## src/sv/volume_gradient_encoder_unit_assert.svh

```systemverilog
// Assertion macros shared by the volume gradient encoder RTL
`ifndef VOLUME_GRADIENT_ENCODER_UNIT_ASSERT_SVH
`define VOLUME_GRADIENT_ENCODER_UNIT_ASSERT_SVH

// Same-cycle implication, checked on every rising edge outside reset
`define VGE_ASSERT_IMP(label, ante, cons, msg) \
  label: assert property (@(posedge clk_i) disable iff (!rst_ni) (ante) |-> (cons)) \
    else $error(msg);

// Next-cycle implication, checked on every rising edge outside reset
`define VGE_ASSERT_NXT(label, ante, cons, msg) \
  label: assert property (@(posedge clk_i) disable iff (!rst_ni) (ante) |=> (cons)) \
    else $error(msg);

`endif

```

## src/sv/vge_pkg.sv

```systemverilog
// Types, constants and helper functions of the volume gradient encoder
`default_nettype none
package vge_pkg;

  localparam int POS_W  = 8;
  localparam int SIZE_W = 9;
  localparam int VAL_W  = 8;
  localparam int MAG_W  = 8;
  localparam int SQ_W   = 16;
  localparam int SW     = 18;  // sum of three squares
  localparam int RW     = 30;  // scaled square of one difference
  localparam int PW     = 30;  // k*k*S, never above R
  localparam int QW     = 25;  // k*S
  localparam int KW     = 7;
  localparam int TW     = 33;  // trial sum in one search step
  localparam int NSRCH  = 7;   // one search step per bit of k
  localparam int MAX_Z  = 256;

  localparam logic [13:0] ENC_SCALE = 14'd16129;  // 127 squared
  localparam logic [7:0]  ENC_MID   = 8'd127;
  localparam logic [7:0]  ENC_MAX   = 8'd254;
  localparam logic [7:0]  ENC_MIN   = 8'd0;
  localparam logic [8:0]  SIZE_RST  = 9'd256;

  typedef enum logic [1:0] {
    CFG_SIZE_X = 2'd0,
    CFG_SIZE_Y = 2'd1,
    CFG_SIZE_Z = 2'd2
  } cfg_idx_e;

  typedef enum logic [2:0] {
    BND_NONE,
    BND_X_LO,
    BND_X_HI,
    BND_Y_LO,
    BND_Y_HI,
    BND_Z_LO,
    BND_Z_HI
  } bnd_e;

  typedef struct packed {
    logic [POS_W-1:0] x;
    logic [POS_W-1:0] y;
    logic [POS_W-1:0] z;
  } pos_t;

  // Per-request control that rides along with the gradient data
  typedef struct packed {
    pos_t             pos;
    logic [VAL_W-1:0] v;
    logic [VAL_W-1:0] alpha;
    logic             has_prev;
    logic             has_own;
    bnd_e             bnd_prev;
    bnd_e             bnd_own;
  } meta_t;

  // Search state for the three components: P = k*k*S, Q = k*S
  typedef struct packed {
    logic [SW-1:0]          s;
    logic [2:0][RW-1:0]     r;
    logic [2:0]             neg;
    logic [2:0][PW-1:0]     p;
    logic [2:0][QW-1:0]     q;
    logic [2:0][KW-1:0]     k;
  } grad_t;

  // Index 0 red, 1 green, 2 blue
  typedef logic [2:0][7:0] rgb_t;

  function automatic logic [SIZE_W-1:0] eff_size(input logic [SIZE_W-1:0] r,
                                                 input logic [SIZE_W-1:0] lim);
    logic [SIZE_W-1:0] e;
    e = (r == '0) ? SIZE_W'(1) : r;
    if (e > lim) e = lim;
    return e;
  endfunction

  function automatic bnd_e bnd_code(input logic [POS_W-1:0] x, input logic [POS_W-1:0] y,
                                    input logic [POS_W-1:0] z, input logic [SIZE_W-1:0] sx,
                                    input logic [SIZE_W-1:0] sy,
                                    input logic [SIZE_W-1:0] sz);
    bnd_e b;
    b = BND_NONE;
    if (x == '0) b = BND_X_LO;
    else if ({1'b0, x} == sx - SIZE_W'(1)) b = BND_X_HI;
    else if (y == '0) b = BND_Y_LO;
    else if ({1'b0, y} == sy - SIZE_W'(1)) b = BND_Y_HI;
    else if (z == '0) b = BND_Z_LO;
    else if ({1'b0, z} == sz - SIZE_W'(1)) b = BND_Z_HI;
    return b;
  endfunction

  function automatic rgb_t bnd_rgb(input bnd_e b);
    rgb_t c;
    c = {ENC_MID, ENC_MID, ENC_MID};
    case (b)
      BND_X_LO: c[0] = ENC_MIN;
      BND_X_HI: c[0] = ENC_MAX;
      BND_Y_LO: c[1] = ENC_MIN;
      BND_Y_HI: c[1] = ENC_MAX;
      BND_Z_LO: c[2] = ENC_MIN;
      BND_Z_HI: c[2] = ENC_MAX;
      default: ;
    endcase
    return c;
  endfunction

endpackage
`default_nettype wire

```

## src/sv/vge_srch.sv

```systemverilog
// One bit of the square-root search for all three gradient components
`default_nettype none
module vge_srch import vge_pkg::*; #(
  parameter int BIT = 0
) (
  input  wire logic  clk_i,
  input  wire logic  en_i,
  input  wire grad_t g_i,
  output grad_t      g_o
);

  grad_t         g_d;
  logic [TW-1:0] t [3];

  // Try k + 2^BIT: keep it while (k + 2^BIT)^2 * S stays within R
  always_comb begin
    g_d = g_i;
    for (int i = 0; i < 3; i++) begin
      t[i] = TW'(g_i.p[i]) + (TW'(g_i.q[i]) << (BIT + 1)) + (TW'(g_i.s) << (2 * BIT));
      if (t[i] <= TW'(g_i.r[i])) begin
        g_d.p[i]      = t[i][PW-1:0];
        g_d.q[i]      = g_i.q[i] + (QW'(g_i.s) << BIT);
        g_d.k[i][BIT] = 1'b1;
      end
    end
  end

  always_ff @(posedge clk_i) begin
    if (en_i) begin
      g_o <= g_d;
    end
  end

endmodule
`default_nettype wire

```

## config.mk

```make
export PLATFORM = sky130hd
export DESIGN_NAME = vge_srch
export DESIGN_NICKNAME = d
export VERILOG_FILES = /design/src/sv/volume_gradient_encoder_unit_assert.svh /design/src/sv/vge_pkg.sv /design/src/sv/vge_srch.sv
export SDC_FILE = /design/constraint.sdc
export NUM_CORES = 1
export LEC_CHECK = 0
export ABC_CLOCK_PERIOD_IN_PS = 5750
export BUFFER_PORTS_ARGS = -buffer_cell sky130_fd_sc_hd__clkbuf_2
export CORE_MARGIN = 4
export CORE_UTILIZATION = 30
export CTS_CLUSTER_SIZE = 16
export DETAILED_ROUTE_END_ITERATION = 10
export SLEW_MARGIN = 15
export SYNTH_ARGS = -nofsm -noshare
export SYNTH_HDL_FRONTEND = slang
export SYNTH_SLANG_ARGS = --single-unit
```

## constraint.sdc

```tcl
create_clock -name clk_i -period 5.75 [get_ports clk_i]
set_clock_uncertainty 0.05 [all_clocks]
set_input_delay 0.2875 -clock clk_i [delete_from_list [all_inputs] [get_ports clk_i]]
set_output_delay 0.2875 -clock clk_i [all_outputs]
set_load 0.1 [all_outputs]
```

==> flow_metrics.py <==
metrics = {
    "floorplanning": {
        "core_region_area_mm2": 0.0700,
        "io_pins": 596,
        "start_util": 0.302,
        "fp.dieW_um": 274,
        "die_area_mm2": 0.0749,
        "rows": 97,
        "die_y_um": 274,
    },
    "timing": {
        "max_slew_margin": 0.301,
        "worst_slew_pin_slew_ns": 1.05,
        "hold_viol_final": 0,
        "slew_viol_final": 0,
        "min_period_ns": 5.55,
        "setup-tns-final_ns": 0,
        "period_share": 0.965,
        "clock.fmax_mhz": 180,
        "holdWs_ns": 0.0442,
        "setup_viol": 0,
        "fin_ws_ns": 0.201,
    },
    "logic_synthesis": {
        "synthTopCellsByArea": "edfxtp_1 (42%), ha_1 (15%), fa_1 (5.4%), xnor2_1 (4.9%), mux2_2 (4.6%)",
        "synthDistinctLibCells": 70,
        "ys_seq_elements": 297,
        "synthSimpleGateAreaFrac": 0.0884,
        "synth_xor_area_frac": 0.0600,
        "netlist.area_leader.share": 0.421,
        "synthesis.nets": 2413,
        "synth_most_common_cell": "edfxtp_1",
        "synth-edff-count": 297,
        "syn_avg_cell_area_um2": 11.7,
        "synth-compound-area-share": 0.125,
        "netlist_area_mm2": 0.0212,
        "synthTopCellsByCount": "edfxtp_1 (297), ha_1 (249), inv_1 (135)",
        "synthArstFlopShare": 0,
        "synth_top_cell_by_area": "edfxtp_1",
        "yosys_warnings": 0,
        "synth_ff_type": "edfxtp_1",
        "seq_area_frac_synth": 0.421,
        "synth_top_family_by_area": "adder cells",
        "synthMuxAreaShare": 0.0737,
        "synth_fa_ha_area_frac": 0.201,
        "synth_cells": 1808,
    },
    "final_layout": {
        "drive_gt1_frac": 0.348,
        "postLayoutCoreUtil": 0.412,
        "fin_nets": 3294,
        "syn_to_final_growth_pct": 36.4,
        "reg.largest.list": "g_o x297",
        "finish.instance_area_mm2": 0.0289,
        "largest_reg_flops": 297,
        "fin_cells": 3660,
        "top_register": "g_o",
    },
    "critical_path": {
        "crit_buf_inv": 7,
        "crit_type": "primary input to register",
        "end_kind": "register",
        "cp.depth": 27,
        "crit_path_frequent_cell": "buf_4",
        "arrival_ns": 5.78,
        "crit_family": "compound AO/OA/AOI/OAI gates",
        "cp-start-kind": "primary input",
        "max_stage_delay_ns": 0.54,
        "slowest_stage": "fa_1",
        "cp_max_fo": 30,
        "cp.required_ns": 5.98,
    },
    "status": {
        "status": "complete, no violations",
    },
    "placement": {
        "dp_slack_ns": -0.562,
        "dp_cells": 3448,
        "gp_congestion": 0.905,
        "hpwl_um": 60600,
        "placedInstanceArea_mm2": 0.0263,
        "port_buffers": 595,
    },
    "run": {
        "cap_violations": 0,
    },
    "pwr": {
        "p_leak_nw": 13.1,
        "ir_drop_mv": 0.262,
        "power_mw": 10.8,
        "power_density_mw_per_mm2": 375,
    },
    "route": {
        "vias": 17889,
        "routed_wl_um": 75700,
        "firstDrtPassIters": 5,
        "drc": 0,
        "final_antenna_net_count": 0,
        "post_drt_wl_per_cell_um": 20.7,
        "vias_per_cell": 4.89,
        "drt_iter0_drc": 1026,
    },
    "worst_hold_path": {
        "hp-class": "primary input to register",
        "whs_path_depth": 2,
    },
    "global_routing": {
        "grt.total_usage": 0.193,
        "grt_pass1_wl_um": 111000,
        "grt-ovfl-total": 0,
        "antenna_found_initial": 7,
        "grt_pass1_vias": 18370,
        "grt_max_degree": 136,
    },
    "clock_tree": {
        "cts_buffers": 38,
        "htreeDepth": 2,
        "cts-root-buf": "clkbuf_16",
        "clkTransAtPathRegs_ns": 0.05,
        "numClockSinks": 297,
        "clk_path_buf_depth": 3,
        "cts_tree": "yes",
    },
}
[worst paths after layout]
kind     start                 end  slack (ns)
max   g_i[280]   g_o[84]$_DFFE_PP_        0.20
min   g_i[152]  g_o[152]$_DFFE_PP_        0.04
[timing repair]
| action | 4_1_cts | 5_1_grt |
|---|---|---|
| endpoints found under the setup margin | 4 | 158 |
| hold buffers | 135 | 0 |
| resized for setup | 1 | 18 |
| hold endpoints to repair | 135 | 0 |
| pin swaps | 0 | 5 |
| cloned | 0 | 1 |
| setup buffers | 0 | 5 |
[cells in the final DEF, fill, tap and decap left out, types with 10 or more instances in the layout]
cell             n
clkbuf_2       591
edfxtp_1       297
ha_1           249
inv_1          135
dlygate4sd3_1  135
buf_4          127
a21oi_1        123
xnor2_1        118
nor2_1          88
mux2_2          86
a21o_1          64
nand2_1         61
o21ai_0         60
fa_1            57
nand3_1         42
clkbuf_16       40
mux2_4          38
nand4_1         34
nor3_1          31
o21a_1          29
nand2b_1        28
xor2_1          26
and3_1          19
nor2b_1         18
a31oi_1         16
o21bai_1        16
a211oi_1        12
or2_2           10
[cell type report]
class	count	area (um^2)
Fill cell	6633	41200
Tap cell	940	1180
Clock buffer	46	1000
Timing Repair Buffer	865	5460
Clock inverter	20	115
Inverter	135	507
Antenna cell	5	12.5
Multi-Input combinational cell	1352	11700
Sequential cell	297	8920
[layer usage]
metal	share of wire	up-vias	GRT usage	wire length, um
met2	0.50	571	0.335	37500
li1	-	8540	-	-
met1	0.41	8659	0.237	30800
met3	0.061	119	0.0359	4600
met5	0	-	0	0
met4	0.037	0	0.0742	2780
[kinds of logic (layout without fill, tap and decap cells)]
logic type	count (synthesis)	count (layout)
compound gates	408	408
xor+xnor	145	145
fa+ha+maj	306	306
buf+inv	159	1066
flops	297	297
mux	126	126
other cells	0	5
simple gates	367	367
[where the power goes]
part	switching (mW)	internal (mW)	total, mW
Combinational	3.98	1.70	5.68
Sequential	0.131	2.81	2.94
Clock	0.969	1.24	2.21
Total	5.08	5.75	10.8
Note: power is estimated with default switching activity, not from simulation.
