**config.mk**
```make
export PLATFORM = sky130hd
export DESIGN_NAME = vge_pos
export DESIGN_NICKNAME = d
export VERILOG_FILES = /design/src/sv/volume_gradient_encoder_unit_assert.svh /design/src/sv/vge_pkg.sv /design/src/sv/vge_pos.sv
export SDC_FILE = /design/constraint.sdc
export NUM_CORES = 1
export LEC_CHECK = 0
export BUFFER_PORTS_ARGS = -buffer_cell sky130_fd_sc_hd__buf_4
export CORE_UTILIZATION = 60
export CTS_CLUSTER_DIAMETER = 30
export DETAILED_ROUTE_END_ITERATION = 10
export GPL_ROUTABILITY_DRIVEN = 0
export PLACE_DENSITY = 0.85
export SLEW_MARGIN = 20
export SYNTH_ARGS = -nofsm -noshare
export SYNTH_HDL_FRONTEND = slang
export SYNTH_SLANG_ARGS = --single-unit
```
**constraint.sdc**
```tcl
create_clock -name clk_i -period 15.05 [get_ports clk_i]
set_input_delay 0 -clock clk_i [delete_from_list [all_inputs] [get_ports clk_i]]
set_output_delay 0 -clock clk_i [all_outputs]
set_load 0.02 [all_outputs]
```
**src/sv/volume_gradient_encoder_unit_assert.svh**
```systemverilog
// Assertion macros shared by the volume gradient encoder RTL
`ifndef VOLUME_GRADIENT_ENCODER_UNIT_ASSERT_SVH
`define VOLUME_GRADIENT_ENCODER_UNIT_ASSERT_SVH

// Same-cycle implication, checked on every rising edge outside reset
`define VGE_ASSERT_IMP(label, ante, cons, msg) \
  label: assert property (@(posedge clk_i) disable iff (!rst_ni) (ante) |-> (cons)) \
    else $error(msg);

// Next-cycle implication, checked on every rising edge outside reset
`define VGE_ASSERT_NXT(label, ante, cons, msg) \
  label: assert property (@(posedge clk_i) disable iff (!rst_ni) (ante) |=> (cons)) \
    else $error(msg);

`endif

```
**src/sv/vge_pkg.sv**
```systemverilog
// Types, constants and helper functions of the volume gradient encoder
`default_nettype none
package vge_pkg;

  localparam int POS_W  = 8;
  localparam int SIZE_W = 9;
  localparam int VAL_W  = 8;
  localparam int MAG_W  = 8;
  localparam int SQ_W   = 16;
  localparam int SW     = 18;  // sum of three squares
  localparam int RW     = 30;  // scaled square of one difference
  localparam int PW     = 30;  // k*k*S, never above R
  localparam int QW     = 25;  // k*S
  localparam int KW     = 7;
  localparam int TW     = 33;  // trial sum in one search step
  localparam int NSRCH  = 7;   // one search step per bit of k
  localparam int MAX_Z  = 256;

  localparam logic [13:0] ENC_SCALE = 14'd16129;  // 127 squared
  localparam logic [7:0]  ENC_MID   = 8'd127;
  localparam logic [7:0]  ENC_MAX   = 8'd254;
  localparam logic [7:0]  ENC_MIN   = 8'd0;
  localparam logic [8:0]  SIZE_RST  = 9'd256;

  typedef enum logic [1:0] {
    CFG_SIZE_X = 2'd0,
    CFG_SIZE_Y = 2'd1,
    CFG_SIZE_Z = 2'd2
  } cfg_idx_e;

  typedef enum logic [2:0] {
    BND_NONE,
    BND_X_LO,
    BND_X_HI,
    BND_Y_LO,
    BND_Y_HI,
    BND_Z_LO,
    BND_Z_HI
  } bnd_e;

  typedef struct packed {
    logic [POS_W-1:0] x;
    logic [POS_W-1:0] y;
    logic [POS_W-1:0] z;
  } pos_t;

  // Per-request control that rides along with the gradient data
  typedef struct packed {
    pos_t             pos;
    logic [VAL_W-1:0] v;
    logic [VAL_W-1:0] alpha;
    logic             has_prev;
    logic             has_own;
    bnd_e             bnd_prev;
    bnd_e             bnd_own;
  } meta_t;

  // Search state for the three components: P = k*k*S, Q = k*S
  typedef struct packed {
    logic [SW-1:0]          s;
    logic [2:0][RW-1:0]     r;
    logic [2:0]             neg;
    logic [2:0][PW-1:0]     p;
    logic [2:0][QW-1:0]     q;
    logic [2:0][KW-1:0]     k;
  } grad_t;

  // Index 0 red, 1 green, 2 blue
  typedef logic [2:0][7:0] rgb_t;

  function automatic logic [SIZE_W-1:0] eff_size(input logic [SIZE_W-1:0] r,
                                                 input logic [SIZE_W-1:0] lim);
    logic [SIZE_W-1:0] e;
    e = (r == '0) ? SIZE_W'(1) : r;
    if (e > lim) e = lim;
    return e;
  endfunction

  function automatic bnd_e bnd_code(input logic [POS_W-1:0] x, input logic [POS_W-1:0] y,
                                    input logic [POS_W-1:0] z, input logic [SIZE_W-1:0] sx,
                                    input logic [SIZE_W-1:0] sy,
                                    input logic [SIZE_W-1:0] sz);
    bnd_e b;
    b = BND_NONE;
    if (x == '0) b = BND_X_LO;
    else if ({1'b0, x} == sx - SIZE_W'(1)) b = BND_X_HI;
    else if (y == '0) b = BND_Y_LO;
    else if ({1'b0, y} == sy - SIZE_W'(1)) b = BND_Y_HI;
    else if (z == '0) b = BND_Z_LO;
    else if ({1'b0, z} == sz - SIZE_W'(1)) b = BND_Z_HI;
    return b;
  endfunction

  function automatic rgb_t bnd_rgb(input bnd_e b);
    rgb_t c;
    c = {ENC_MID, ENC_MID, ENC_MID};
    case (b)
      BND_X_LO: c[0] = ENC_MIN;
      BND_X_HI: c[0] = ENC_MAX;
      BND_Y_LO: c[1] = ENC_MIN;
      BND_Y_HI: c[1] = ENC_MAX;
      BND_Z_LO: c[2] = ENC_MIN;
      BND_Z_HI: c[2] = ENC_MAX;
      default: ;
    endcase
    return c;
  endfunction

endpackage
`default_nettype wire

```
**src/sv/vge_pos.sv**
```systemverilog
// Raster position counter with restart on out-of-range position
`default_nettype none
module vge_pos import vge_pkg::*; (
  input  wire logic              clk_i,
  input  wire logic              rst_ni,
  input  wire logic              adv_i,
  input  wire logic [SIZE_W-1:0] sx_i,
  input  wire logic [SIZE_W-1:0] sy_i,
  input  wire logic [SIZE_W-1:0] sz_i,
  output pos_t                   pos_o
);

  pos_t              cur_q, cur_d;
  logic              oor;
  logic [SIZE_W-1:0] nx, ny, nz;

  // Restart at the origin when a size change left us outside the volume
  always_comb begin
    oor   = ({1'b0, cur_q.x} >= sx_i) || ({1'b0, cur_q.y} >= sy_i) ||
            ({1'b0, cur_q.z} >= sz_i);
    pos_o = oor ? '0 : cur_q;
    nx    = {1'b0, pos_o.x} + SIZE_W'(1);
    ny    = {1'b0, pos_o.y} + SIZE_W'(1);
    nz    = {1'b0, pos_o.z} + SIZE_W'(1);
    cur_d = pos_o;
    if (nx >= sx_i) begin
      cur_d.x = '0;
      if (ny >= sy_i) begin
        cur_d.y = '0;
        cur_d.z = (nz >= sz_i) ? '0 : nz[POS_W-1:0];
      end else begin
        cur_d.y = ny[POS_W-1:0];
      end
    end else begin
      cur_d.x = nx[POS_W-1:0];
    end
  end

  // Advance on every accepted request
  always_ff @(posedge clk_i or negedge rst_ni) begin
    if (!rst_ni) begin
      cur_q <= '0;
    end else if (adv_i) begin
      cur_q <= cur_d;
    end
  end

endmodule
`default_nettype wire

```
==> impl_metrics.toml, run 1 <==
[yosys]
synthesis.nets = 452
netlist.area_leader.share = 0.226
netlist_top_cells_area = "sky130_fd_sc_hd__ha_1, sky130_fd_sc_hd__dfrtp_1, sky130_fd_sc_hd__nor2_1, sky130_fd_sc_hd__inv_1, sky130_fd_sc_hd__xnor2_1"
post_synth_instance_area_mm2 = 0.00298
synth_edf_count = 0
synthesized_area_per_cell_um2 = 8.11
synth_common_cells = "sky130_fd_sc_hd__ha_1, sky130_fd_sc_hd__nor2_1, sky130_fd_sc_hd__inv_1"
ys_seq_elements = 24
synth_ff_type = "sky130_fd_sc_hd__dfrtp_1"
yosysMostFrequentCell = "sky130_fd_sc_hd__ha_1"
ys_warn_count = 0
seq_area_frac_synth = 0.201
syn_inst_count = 368
synth-async-reset-ratio = 1.00
synth_cell_type_count = 53
yosysTopAreaCell = "sky130_fd_sc_hd__ha_1"

[cells_and_area]
synthToLayoutAreaGrowth_pct = 17.9
nNetsFinal = 502
layout_top_registers = "cur_q x24"
largest_register_ffs = 24
insertedDiodeCount = 0
drive_above_1_share = 0.163
registers.top_by_ff_count = "cur_q"
n_fill_cell = 401

[global_route]
globalRouteMet2Util = 0.502
grt_pass1_vias = 2705
global_route_wire_length_before_repair_um = 12700
grt_busiest_layer = "met2"
grt_use_total = 0.308
grt_overflow_total = 0
grt.met1_usage = 0.424
grt_use_met3 = 0.0403
initial_antenna_violation_count = 0
maximum_number_of_pins_on_one_net_before_global_route_repair = 28

[critical_path]
critical_path_peak_fanout = 18
startpoint_type = "flop"
worst_ep_required_time_ns = 15.24
crit_type = "flop to flop"
worst_setup_path_end_kind = "flop"
worst-endpoint-arrival_ns = 6.54

[pwr]
power_leakage_nw = 1.84
vdd_drop_max_uv = 92.1
power.density_mw_per_mm2 = 99.3

[sta]
tightestPinTransition_ns = 0.923
worst_slew_margin_rel = 0.379
timing.final.crit_share = 0.422
totalNegativeSetupSlack_ns = 0
fin_skew_ns = 0.00452
timing_max_transition_violations_final = 0
period_needed_ns = 6.35
setup_viol = 0
rsz0062_at_grt = "no"
hold_viol = 0
clock.fmax_ghz = 0.158
setup_slack_ns = 8.70

[die]
die-area_mm2 = 0.00526
dieWidth_um = 72.5
floorplan.core_area_mm2 = 0.00475
chipHeight_um = 72.5
placement_rows = 25
num_io_pins = 54
start_util = 0.628

[cts]
cts_tree = "built"
cts-root-to-sink-buffers = 2
cts.clk_slew.worst_paths_ns = 0.10
cts-htree-levels = 1
cts_resized = 0
cts.root.buffer_cell = "sky130_fd_sc_hd__clkbuf_8"
clock-sinks = 24
number_of_cts_inserted_buffers = 3
clock_latency_ns = 0.28

[placed_design]
dp.final_hpwl_um = 6110
buffer_ports.inserted = 53
setup_slack_placement_ns = 8.81

[route]
vias_per_cell = 6.17
detailedRoute.firstPassIterationCount = 5
postRouteAntennaNets = 0
number_of_violations_reported_at_the_end_of_detailed_routing_iteration_0 = 257
drc = 0
wire_per_inst_um = 16.3
via_count = 2987
wl_um = 7880

[flow_run]
max_cap_violations = 0

[run_status]
run_status = "finished clean"

[hold_path]
worst_hold_check_path_type = "input port to flop"
==> cell type report <==
cell class	instances	area, um2	share of cell area
multi-input cells	296	2200	0.624
well taps	67	83.8	0.0238
flip-flops and latches	24	601	0.171
clock buffers	3	41.3	0.0117
clock inverters	1	30.0	0.00853
repair buffers	57	430	0.122
inverters	36	135	0.0384
==> worst max-delay path, stage by stage, from the launching register on <==
cell	delay, ns
sky130_fd_sc_hd__dfrtp_1	0.46
sky130_fd_sc_hd__ha_1	0.33
sky130_fd_sc_hd__and4b_1	0.20
sky130_fd_sc_hd__a222oi_1	0.29
sky130_fd_sc_hd__o211a_1	0.25
sky130_fd_sc_hd__o311ai_4	0.17
sky130_fd_sc_hd__or2_1	0.48
sky130_fd_sc_hd__buf_4	0.31
sky130_fd_sc_hd__nor2_1	0.27
sky130_fd_sc_hd__ha_1	0.30
sky130_fd_sc_hd__and3_1	0.27
sky130_fd_sc_hd__nand3_1	0.20
sky130_fd_sc_hd__xnor2_1	0.20
sky130_fd_sc_hd__nor2_1	0.06
sky130_fd_sc_hd__ha_1	0.34
sky130_fd_sc_hd__nand4_1	0.11
sky130_fd_sc_hd__o311ai_2	0.41
sky130_fd_sc_hd__nand2_1	0.33
sky130_fd_sc_hd__nor4_1	0.87
sky130_fd_sc_hd__a31oi_1	0.18
sky130_fd_sc_hd__a31oi_1	0.22
==> report_power, final <==
group | total, mW | switching, mW | leakage (nW) | internal, mW
logic | 0.197 | 0.113 | 1.50 | 0.0834
clock network | 0.0599 | 0.0243 | 0.0357 | 0.0356
registers | 0.0927 | 0.0170 | 0.307 | 0.0757
total | 0.350 | 0.155 | 1.84 | 0.195
==> worst paths after layout <==
path	from	end	slack (ns)	cells past startpoint
max in group asynchronous	rst_ni	cur_q[14]$_DFFE_PN0P_	14.64	2
worst max register to register	cur_q[6]$_DFFE_PN0P_	cur_q[3]$_DFFE_PN0P_	8.70	20
worst max-delay path	cur_q[6]$_DFFE_PN0P_	cur_q[3]$_DFFE_PN0P_	8.70	20
worst min-delay path	adv_i	cur_q[9]$_DFFE_PN0P_	0.11	3
min in group asynchronous	rst_ni	cur_q[3]$_DFFE_PN0P_	0.15	2
worst min register to register	cur_q[8]$_DFFE_PN0P_	cur_q[8]$_DFFE_PN0P_	0.55	1
==> per-layer routing <==
metal  share of wire  routed length [um]
met1            0.46                3610
met5               0                   0
met2            0.45                3550
met4           0.027                 209
met3           0.065                 513
==> logic make-up after synthesis <==
group                    count (synthesis)  share of synthesized area
AO/OA/AOI/OAI                           95                      0.231
XOR/XNOR                                19                     0.0558
adder cells (fa/ha/maj)                 54                      0.226
buffers and inverters                   48                     0.0625
flip-flops                              24                      0.201
multiplexers                             2                    0.00880
AND/OR/NAND/NOR                        126                      0.214
==> stage by stage <==
stage / hold slack, ns / cell area, um2 / power (mW) / util / std cells
6_report: 0.113 / 3520 / 0.350 / 0.740 / 484
2_1_floorplan: -0.296 / 2980 / 0.223 / - / 368
3_3_place_gp: -0.0792 / 3440 / 0.280 / 0.723 / 479
5_1_grt: 0.119 / 3520 / 0.376 / 0.740 / 484
4_1_cts: 0.107 / 3520 / 0.347 / 0.740 / 484
3_5_place_dp: -0.0738 / 3440 / 0.287 / 0.723 / 479
==> layout by cell type (no fill, tap or decap), types with 5 or more instances in the layout <==
master / synthesis / final
sky130_fd_sc_hd__buf_4: 0 / 56
sky130_fd_sc_hd__ha_1: 54 / 54
sky130_fd_sc_hd__nor2_1: 41 / 41
sky130_fd_sc_hd__inv_1: 36 / 36
sky130_fd_sc_hd__dfrtp_1: 24 / 24
sky130_fd_sc_hd__o21ai_0: 19 / 19
sky130_fd_sc_hd__a21oi_1: 17 / 17
sky130_fd_sc_hd__nand2_1: 16 / 16
sky130_fd_sc_hd__and2_1: 15 / 15
sky130_fd_sc_hd__xnor2_1: 12 / 12
sky130_fd_sc_hd__and3_1: 10 / 10
sky130_fd_sc_hd__a31oi_1: 9 / 9
sky130_fd_sc_hd__nand3_1: 8 / 8
sky130_fd_sc_hd__nor3_1: 7 / 7
sky130_fd_sc_hd__xor2_1: 7 / 7
sky130_fd_sc_hd__o2bb2ai_1: 7 / 7
sky130_fd_sc_hd__nand2b_1: 6 / 6
sky130_fd_sc_hd__a211oi_1: 5 / 5
sky130_fd_sc_hd__nand4_1: 5 / 5
==> repair_timing <==
action | CTS | global route
hold buffers | 1 | 0
endpoints found under the hold margin | 24 | 0
buffers inserted | 0 | 0
Note: power is estimated with default switching activity, not from simulation.
==> inputs of run 2 (changes only) <==
--- a/config.mk
+++ b/config.mk
@@ -5,12 +5,13 @@
 export SDC_FILE = /design/constraint.sdc
 export NUM_CORES = 1
 export LEC_CHECK = 0
+export ABC_AREA = 1
 export BUFFER_PORTS_ARGS = -buffer_cell sky130_fd_sc_hd__buf_4
-export CORE_UTILIZATION = 60
+export CORE_UTILIZATION = 58
 export CTS_CLUSTER_DIAMETER = 30
 export DETAILED_ROUTE_END_ITERATION = 10
 export GPL_ROUTABILITY_DRIVEN = 0
-export PLACE_DENSITY = 0.85
+export PLACE_DENSITY = 0.82
 export SLEW_MARGIN = 20
 export SYNTH_ARGS = -nofsm -noshare
 export SYNTH_HDL_FRONTEND = slang
==> constraint.sdc (replaced) <==
create_clock -name clk_i -period 6.4 [get_ports clk_i]
set_input_delay 0 -clock clk_i [delete_from_list [all_inputs] [get_ports clk_i]]
set_output_delay 0 -clock clk_i [all_outputs]
set_load 0.02 [all_outputs]
==> impl_metrics.toml, run 2 <==
[cts]
cts_resized = 0
cts_hold_buffers = 1
clock_latency_ns = 0.28
cts-root-to-sink-buffers = 2
number_of_cts_inserted_buffers = 3
cts-htree-levels = 1
post_cts_buffers = 0
cts.clk_slew.worst_paths_ns = 0.09
cts_tree = "built"
cts.root.buffer_cell = "sky130_fd_sc_hd__clkbuf_8"
clock-sinks = 24

[cells_and_area]
synthToLayoutAreaGrowth_pct = 15.3
largest_register_ffs = 24
layout_top_registers = "cur_q x24"
commonest_non_fill_non_tap_cell_in_the_layout = "sky130_fd_sc_hd__nand2_1"
final_cell_mix = "sky130_fd_sc_hd__nand2_1, sky130_fd_sc_hd__inv_1, sky130_fd_sc_hd__ha_1, sky130_fd_sc_hd__buf_4, sky130_fd_sc_hd__nor2_1"
drive_above_1_share = 0.176
registers.top_by_ff_count = "cur_q"
stdcell_area_mm2 = 0.00373
n_fill_cell = 464
insertedDiodeCount = 0
nNetsFinal = 620

[route]
vias_per_cell = 5.42
drc = 0
postRouteAntennaNets = 0
detailedRoute.firstPassIterationCount = 4
number_of_violations_reported_at_the_end_of_detailed_routing_iteration_0 = 152
wl_um = 8020
via_count = 3273
wire_per_inst_um = 13.3

[hold_path]
hold_depth = 2
worst_hold_check_path_type = "input port to flop"

[yosys]
netlist.area_leader.share = 0.209
ys_warn_count = 0
post_synth_instance_area_mm2 = 0.00323
synth_ff_type = "sky130_fd_sc_hd__dfrtp_1"
yosysMostFrequentCell = "sky130_fd_sc_hd__nand2_1"
synth_common_cells = "sky130_fd_sc_hd__nand2_1, sky130_fd_sc_hd__inv_1, sky130_fd_sc_hd__ha_1"
netlist_top_cells_area = "sky130_fd_sc_hd__ha_1, sky130_fd_sc_hd__dfrtp_1, sky130_fd_sc_hd__nand2_1, sky130_fd_sc_hd__inv_1, sky130_fd_sc_hd__a21oi_1"
synthesized_area_per_cell_um2 = 6.70
synth_cell_type_count = 37
synth_edf_count = 0
yosysTopAreaCell = "sky130_fd_sc_hd__ha_1"
seq_area_frac_synth = 0.186
synth-async-reset-ratio = 1.00
synthesis.nets = 566
ys_seq_elements = 24
syn_inst_count = 482

[critical_path]
worst_ep_required_time_ns = 6.58
worst_r2r_path_depth = 25
critical_path_peak_fanout = 22
worst_setup_path_end_kind = "flop"
timing.reg2reg.setup_slack_ns = 1.59
worst-endpoint-arrival_ns = 4.99
crit_type = "flop to flop"
startpoint_type = "flop"

[global_route]
grt_pass1_vias = 3237
initial_antenna_violation_count = 0
grt_overflow_total = 0
grt_use_total = 0.292
maximum_number_of_pins_on_one_net_before_global_route_repair = 26
global_route_wire_length_before_repair_um = 14100

[die]
die-area_mm2 = 0.00587
dieWidth_um = 76.6
floorplan.core_area_mm2 = 0.00524
num_io_pins = 54
start_util = 0.617
placement_rows = 26
chipHeight_um = 76.6

[placed_design]
dp.final_hpwl_um = 6660
buffer_ports.inserted = 53
placed_cell_area_mm2 = 0.00367

[pwr]
power.density_mw_per_mm2 = 230
p_total_uw = 857
vdd_drop_max_uv = 148
power_leakage_nw = 2.19

[sta]
clock.fmax_ghz = 0.208
tightestPinTransition_ns = 0.705
worst_slew_margin_rel = 0.527
timing.final.crit_share = 0.752
hold_viol = 0
fin_skew_ns = 0.00805
period_needed_ns = 4.81
rsz0062_at_grt = "no"
setup_viol = 0
timing_max_transition_violations_final = 0
totalNegativeSetupSlack_ns = 0

[run_status]
run_status = "finished clean"

[flow_run]
max_cap_violations = 0
==> run 2: cell families after synthesis <==
kind of cell	synth area share
flip-flops	0.186
adder cells (fa/ha/maj)	0.209
buffers and inverters	0.131
XOR/XNOR	0.00542
AND/OR/NAND/NOR	0.349
AO/OA/AOI/OAI	0.120
==> run 2: report_power, final <==
| part | internal (mW) | switching (mW) |
|---|---|---|
| Combinational | 0.207 | 0.345 |
| Sequential | 0.181 | 0.0298 |
| Clock | 0.0423 | 0.0526 |
| Total | 0.430 | 0.427 |
==> run 2: routing by layer <==
metal | global-route usage | up-vias | wire, um | share of wire
met3 | 0.0299 | 25 | 313 | 0.039
met1 | 0.353 | 1489 | 3470 | 0.43
li1 | - | 1663 | - | -
met2 | 0.526 | 96 | 4010 | 0.50
met5 | 0 | - | 0 | 0
met4 | 0.113 | 0 | 215 | 0.027
==> run 2: through the flow <==
| stage | utilization | setup slack, ns | cells | hold slack [ns] |
|---|---|---|---|---|
| CTS | 0.711 | 1.60 | 604 | 0.0398 |
| global placement | 0.702 | 1.69 | 600 | -0.0808 |
| detailed placement | 0.702 | 1.65 | 600 | -0.0813 |
| finish | 0.711 | 1.59 | 604 | 0.0446 |
| global route | 0.711 | 1.14 | 604 | 0.0556 |
| floorplan | - | 2.19 | 482 | -0.296 |
==> run 2: area by class of cell <==
cell class	count	area [um2]	area share
Inverter	101	380	0.102
Multi-Input combinational cell	352	2210	0.593
Timing Repair Buffer	54	408	0.109
Tap cell	70	87.6	0.0235
Clock buffer	3	41.3	0.0111
Sequential cell	24	601	0.161
==> run 2: worst max-delay path, stage by stage, from the launching register on <==
cell                        delay [ns]
sky130_fd_sc_hd__dfrtp_1          0.47
sky130_fd_sc_hd__ha_1             0.33
sky130_fd_sc_hd__nand2_1          0.06
sky130_fd_sc_hd__inv_1            0.05
sky130_fd_sc_hd__nand2_1          0.06
sky130_fd_sc_hd__nand2_1          0.06
sky130_fd_sc_hd__nand2_1          0.07
sky130_fd_sc_hd__nand2_1          0.13
sky130_fd_sc_hd__nor2_8           0.21
sky130_fd_sc_hd__nand2_4          0.28
sky130_fd_sc_hd__nor2_1           0.35
sky130_fd_sc_hd__ha_1             0.21
sky130_fd_sc_hd__nand2_1          0.09
sky130_fd_sc_hd__nor2_2           0.17
sky130_fd_sc_hd__nand4_2          0.13
sky130_fd_sc_hd__nand2_1          0.10
sky130_fd_sc_hd__inv_1            0.04
sky130_fd_sc_hd__ha_1             0.30
sky130_fd_sc_hd__nand2_1          0.06
sky130_fd_sc_hd__nor2_1           0.14
sky130_fd_sc_hd__nand2_1          0.06
sky130_fd_sc_hd__o2111ai_1        0.31
sky130_fd_sc_hd__nand2_1          0.31
sky130_fd_sc_hd__nor2_1           0.40
sky130_fd_sc_hd__nand3_1          0.13
sky130_fd_sc_hd__a22oi_1          0.17
==> run 2: final timing paths <==
kind,to,start
worst max register to register,cur_q[5]$_DFFE_PN0P_,cur_q[20]$_DFFE_PN0P_
max in group asynchronous,cur_q[6]$_DFFE_PN0P_,rst_ni
worst max-delay path,cur_q[5]$_DFFE_PN0P_,cur_q[20]$_DFFE_PN0P_
worst min-delay path,cur_q[18]$_DFFE_PN0P_,adv_i
worst min register to register,cur_q[23]$_DFFE_PN0P_,cur_q[23]$_DFFE_PN0P_
min in group asynchronous,cur_q[17]$_DFFE_PN0P_,rst_ni
==> inputs of run 3 (changes only) <==
--- a/config.mk
+++ b/config.mk
@@ -5,13 +5,13 @@
 export SDC_FILE = /design/constraint.sdc
 export NUM_CORES = 1
 export LEC_CHECK = 0
-export ABC_AREA = 1
+export ABC_AREA = 0
 export BUFFER_PORTS_ARGS = -buffer_cell sky130_fd_sc_hd__buf_4
-export CORE_UTILIZATION = 58
+export CORE_UTILIZATION = 52
 export CTS_CLUSTER_DIAMETER = 30
 export DETAILED_ROUTE_END_ITERATION = 10
 export GPL_ROUTABILITY_DRIVEN = 0
-export PLACE_DENSITY = 0.82
+export PLACE_DENSITY = 0.78
 export SLEW_MARGIN = 20
 export SYNTH_ARGS = -nofsm -noshare
 export SYNTH_HDL_FRONTEND = slang
==> constraint.sdc (replaced) <==
create_clock -name clk_i -period 4.4 [get_ports clk_i]
set_input_delay 0 -clock clk_i [delete_from_list [all_inputs] [get_ports clk_i]]
set_output_delay 0 -clock clk_i [all_outputs]
set_load 0.02 [all_outputs]
==> impl_metrics.toml, run 3 (same netlist as run 1, synthesis figures left out) <==
[run_status]
run_status = "complete, but fails checks"
violations_in_the_final_reports = "negative setup slack"

[cts]
number_of_cts_inserted_buffers = 3
cts.clk_slew.worst_paths_ns = 0.11
clock_latency_ns = 0.29
cts.root.buffer_cell = "sky130_fd_sc_hd__clkbuf_8"
cts-htree-levels = 1
clock-sinks = 24
cts-root-to-sink-buffers = 2
cts_tree = "built"

[sta]
worst_slew_margin_rel = 0.562
setup_slack_ns = -0.485
tightestPinTransition_ns = 0.656
timing_max_transition_violations_final = 0
timing.final.crit_share = 1.11
rsz0062_at_grt = "yes"
hold_viol = 0
clock.fmax_ghz = 0.205
period_needed_ns = 4.89
fin_skew_ns = 0.00657
setup_viol = 24

[cells_and_area]
n_fill_cell = 308
nNetsFinal = 587
final_cell_mix = "sky130_fd_sc_hd__buf_4, sky130_fd_sc_hd__ha_1, sky130_fd_sc_hd__inv_1, sky130_fd_sc_hd__nor2_1, sky130_fd_sc_hd__dfrtp_1"
registers.top_by_ff_count = "cur_q"
commonest_non_fill_non_tap_cell_in_the_layout = "sky130_fd_sc_hd__buf_4"
largest_register_ffs = 24
layout_top_registers = "cur_q x24"
synthToLayoutAreaGrowth_pct = 55.9
finish.utilization = 0.845
drive_above_1_share = 0.417
final_cells = 573
insertedDiodeCount = 0

[critical_path]
critical_path_peak_fanout = 4
cpMostUsedCell = "sky130_fd_sc_hd__o311ai_4"
worst-path-buf-inv = 1
crit_path_top_delay_cell = "sky130_fd_sc_hd__or4_4"
crit_type = "flop to flop"
worst_setup_path_end_kind = "flop"
cp_slowest_stage_delay_ns = 0.49
cp_cell_sequence = "inv_1 -> ha_1 -> nand2b_1 -> a211oi_1 -> o21a_1 -> o311ai_4 -> or2_4 -> nor2_4 -> ha_4 -> and3_4 -> nand3_4 -> xnor2_2 -> nor2_1 -> ha_1 -> nand4_1 -> o311ai_4 -> and2_4 -> nand2_2 -> or4_4 -> o311ai_4"
path_delay_family = "simple AND/OR/NAND/NOR gates"
worst_ep_required_time_ns = 4.60
startpoint_type = "flop"
worst-endpoint-arrival_ns = 5.08

[global_route]
grt_overflow_total = 0
maximum_number_of_pins_on_one_net_before_global_route_repair = 28
grt_pass1_vias = 3349
global_route_wire_length_before_repair_um = 15400
grt_use_total = 0.322
initial_antenna_violation_count = 0

[die]
dieWidth_um = 77.8
placement_rows = 27
floorplan.core_area_mm2 = 0.00551
die-area_mm2 = 0.00605
chipHeight_um = 77.8
start_util = 0.542
num_io_pins = 54

[pwr]
power.density_mw_per_mm2 = 340
vdd_drop_max_uv = 322
power_leakage_nw = 2.37

[placed_design]
placed_cells_incl_taps = 546
dp.final_hpwl_um = 6830
buffer_ports.inserted = 53

[route]
wl_um = 11800
drc = 0
postRouteAntennaNets = 0
vias_per_cell = 6.45
wire_per_inst_um = 20.7
detailedRoute.firstPassIterationCount = 5
via_count = 3697
number_of_violations_reported_at_the_end_of_detailed_routing_iteration_0 = 314

[hold_path]
worst_hold_check_path_type = "input port to flop"

[flow_run]
max_cap_violations = 0
## run 3: what timing repair did
item | 4_1_cts | 5_1_grt
pin swaps | 22 | 42
endpoints found under the setup margin | 21 | 24
cloned | 1 | 0
setup buffers | 9 | 13
hold buffers | 1 | 0
endpoints found under the hold margin | 24 | 0
resized for setup | 18 | 58
## run 3: worst paths after layout
| path | startpoint | end | slack [ns] | cells past startpoint |
|---|---|---|---|---|
| min in group asynchronous | rst_ni | cur_q[17]$_DFFE_PN0P_ | 0.16 | 2 |
| setup reg to reg | cur_q[8]$_DFFE_PN0P_ | cur_q[2]$_DFFE_PN0P_ | -0.49 | 20 |
| max in group asynchronous | rst_ni | cur_q[15]$_DFFE_PN0P_ | 3.96 | 2 |
| setup / recovery | cur_q[8]$_DFFE_PN0P_ | cur_q[2]$_DFFE_PN0P_ | -0.49 | 20 |
| hold reg to reg | cur_q[9]$_DFFE_PN0P_ | cur_q[9]$_DFFE_PN0P_ | 0.58 | 1 |
| hold / removal | adv_i | cur_q[9]$_DFFE_PN0P_ | 0.13 | 3 |
## run 3: worst register-to-register path, stage by stage (launching register included)
cell and delay, ns:
sky130_fd_sc_hd__dfrtp_1 0.39, sky130_fd_sc_hd__inv_1 0.08, sky130_fd_sc_hd__ha_1 0.23, sky130_fd_sc_hd__nand2b_1 0.17
sky130_fd_sc_hd__a211oi_1 0.43, sky130_fd_sc_hd__o21a_1 0.29, sky130_fd_sc_hd__o311ai_4 0.15, sky130_fd_sc_hd__or2_4 0.33
sky130_fd_sc_hd__nor2_4 0.17, sky130_fd_sc_hd__ha_4 0.15, sky130_fd_sc_hd__and3_4 0.21, sky130_fd_sc_hd__nand3_4 0.10
sky130_fd_sc_hd__xnor2_2 0.18, sky130_fd_sc_hd__nor2_1 0.07, sky130_fd_sc_hd__ha_1 0.33, sky130_fd_sc_hd__nand4_1 0.19
sky130_fd_sc_hd__o311ai_4 0.42, sky130_fd_sc_hd__and2_4 0.26, sky130_fd_sc_hd__nand2_2 0.07, sky130_fd_sc_hd__or4_4 0.49
sky130_fd_sc_hd__o311ai_4 0.07
## run 3: layout make-up
class / instances / area (um2) / share of cell area
inverters: 36 / 135 / 0.0290
well taps: 72 / 90.1 / 0.0194
flip-flops and latches: 24 / 601 / 0.129
repair buffers: 142 / 1140 / 0.246
clock buffers: 3 / 41.3 / 0.00888
multi-input cells: 296 / 2640 / 0.568
## run 3: power breakdown
| group | internal (mW) | switching [mW] | total, mW |
|---|---|---|---|
| logic | 0.527 | 0.610 | 1.14 |
| clock network | 0.0620 | 0.0940 | 0.156 |
| registers | 0.259 | 0.0284 | 0.288 |
| total | 0.848 | 0.733 | 1.58 |
## run 3: through the flow
step / setup WS [ns] / power [mW] / setup TNS (ns) / hold slack, ns / area, um2
after floorplan: -0.287 / 0.809 / -4.45 / -0.296 / 3160
final: -0.485 / 1.58 / -7.43 / 0.133 / 4650
after global placement: -0.126 / 1.13 / -0.610 / -0.0727 / 4060
after detailed placement: -0.218 / 1.16 / -2.24 / -0.0659 / 4060
after global routing: -0.519 / 1.64 / -8.57 / 0.153 / 4650
after CTS: -0.0895 / 1.37 / -0.484 / 0.122 / 4300
## run 3: routing by layer
metal | part of all wire | routed length, um | track usage | up-vias
li1 | - | - | - | 1612
met1 | 0.36 | 4290 | 0.354 | 1761
met2 | 0.51 | 6000 | 0.613 | 244
met3 | 0.073 | 864 | 0.0376 | 80
met4 | 0.057 | 676 | 0.143 | 0
met5 | 0 | 0 | 0 | -
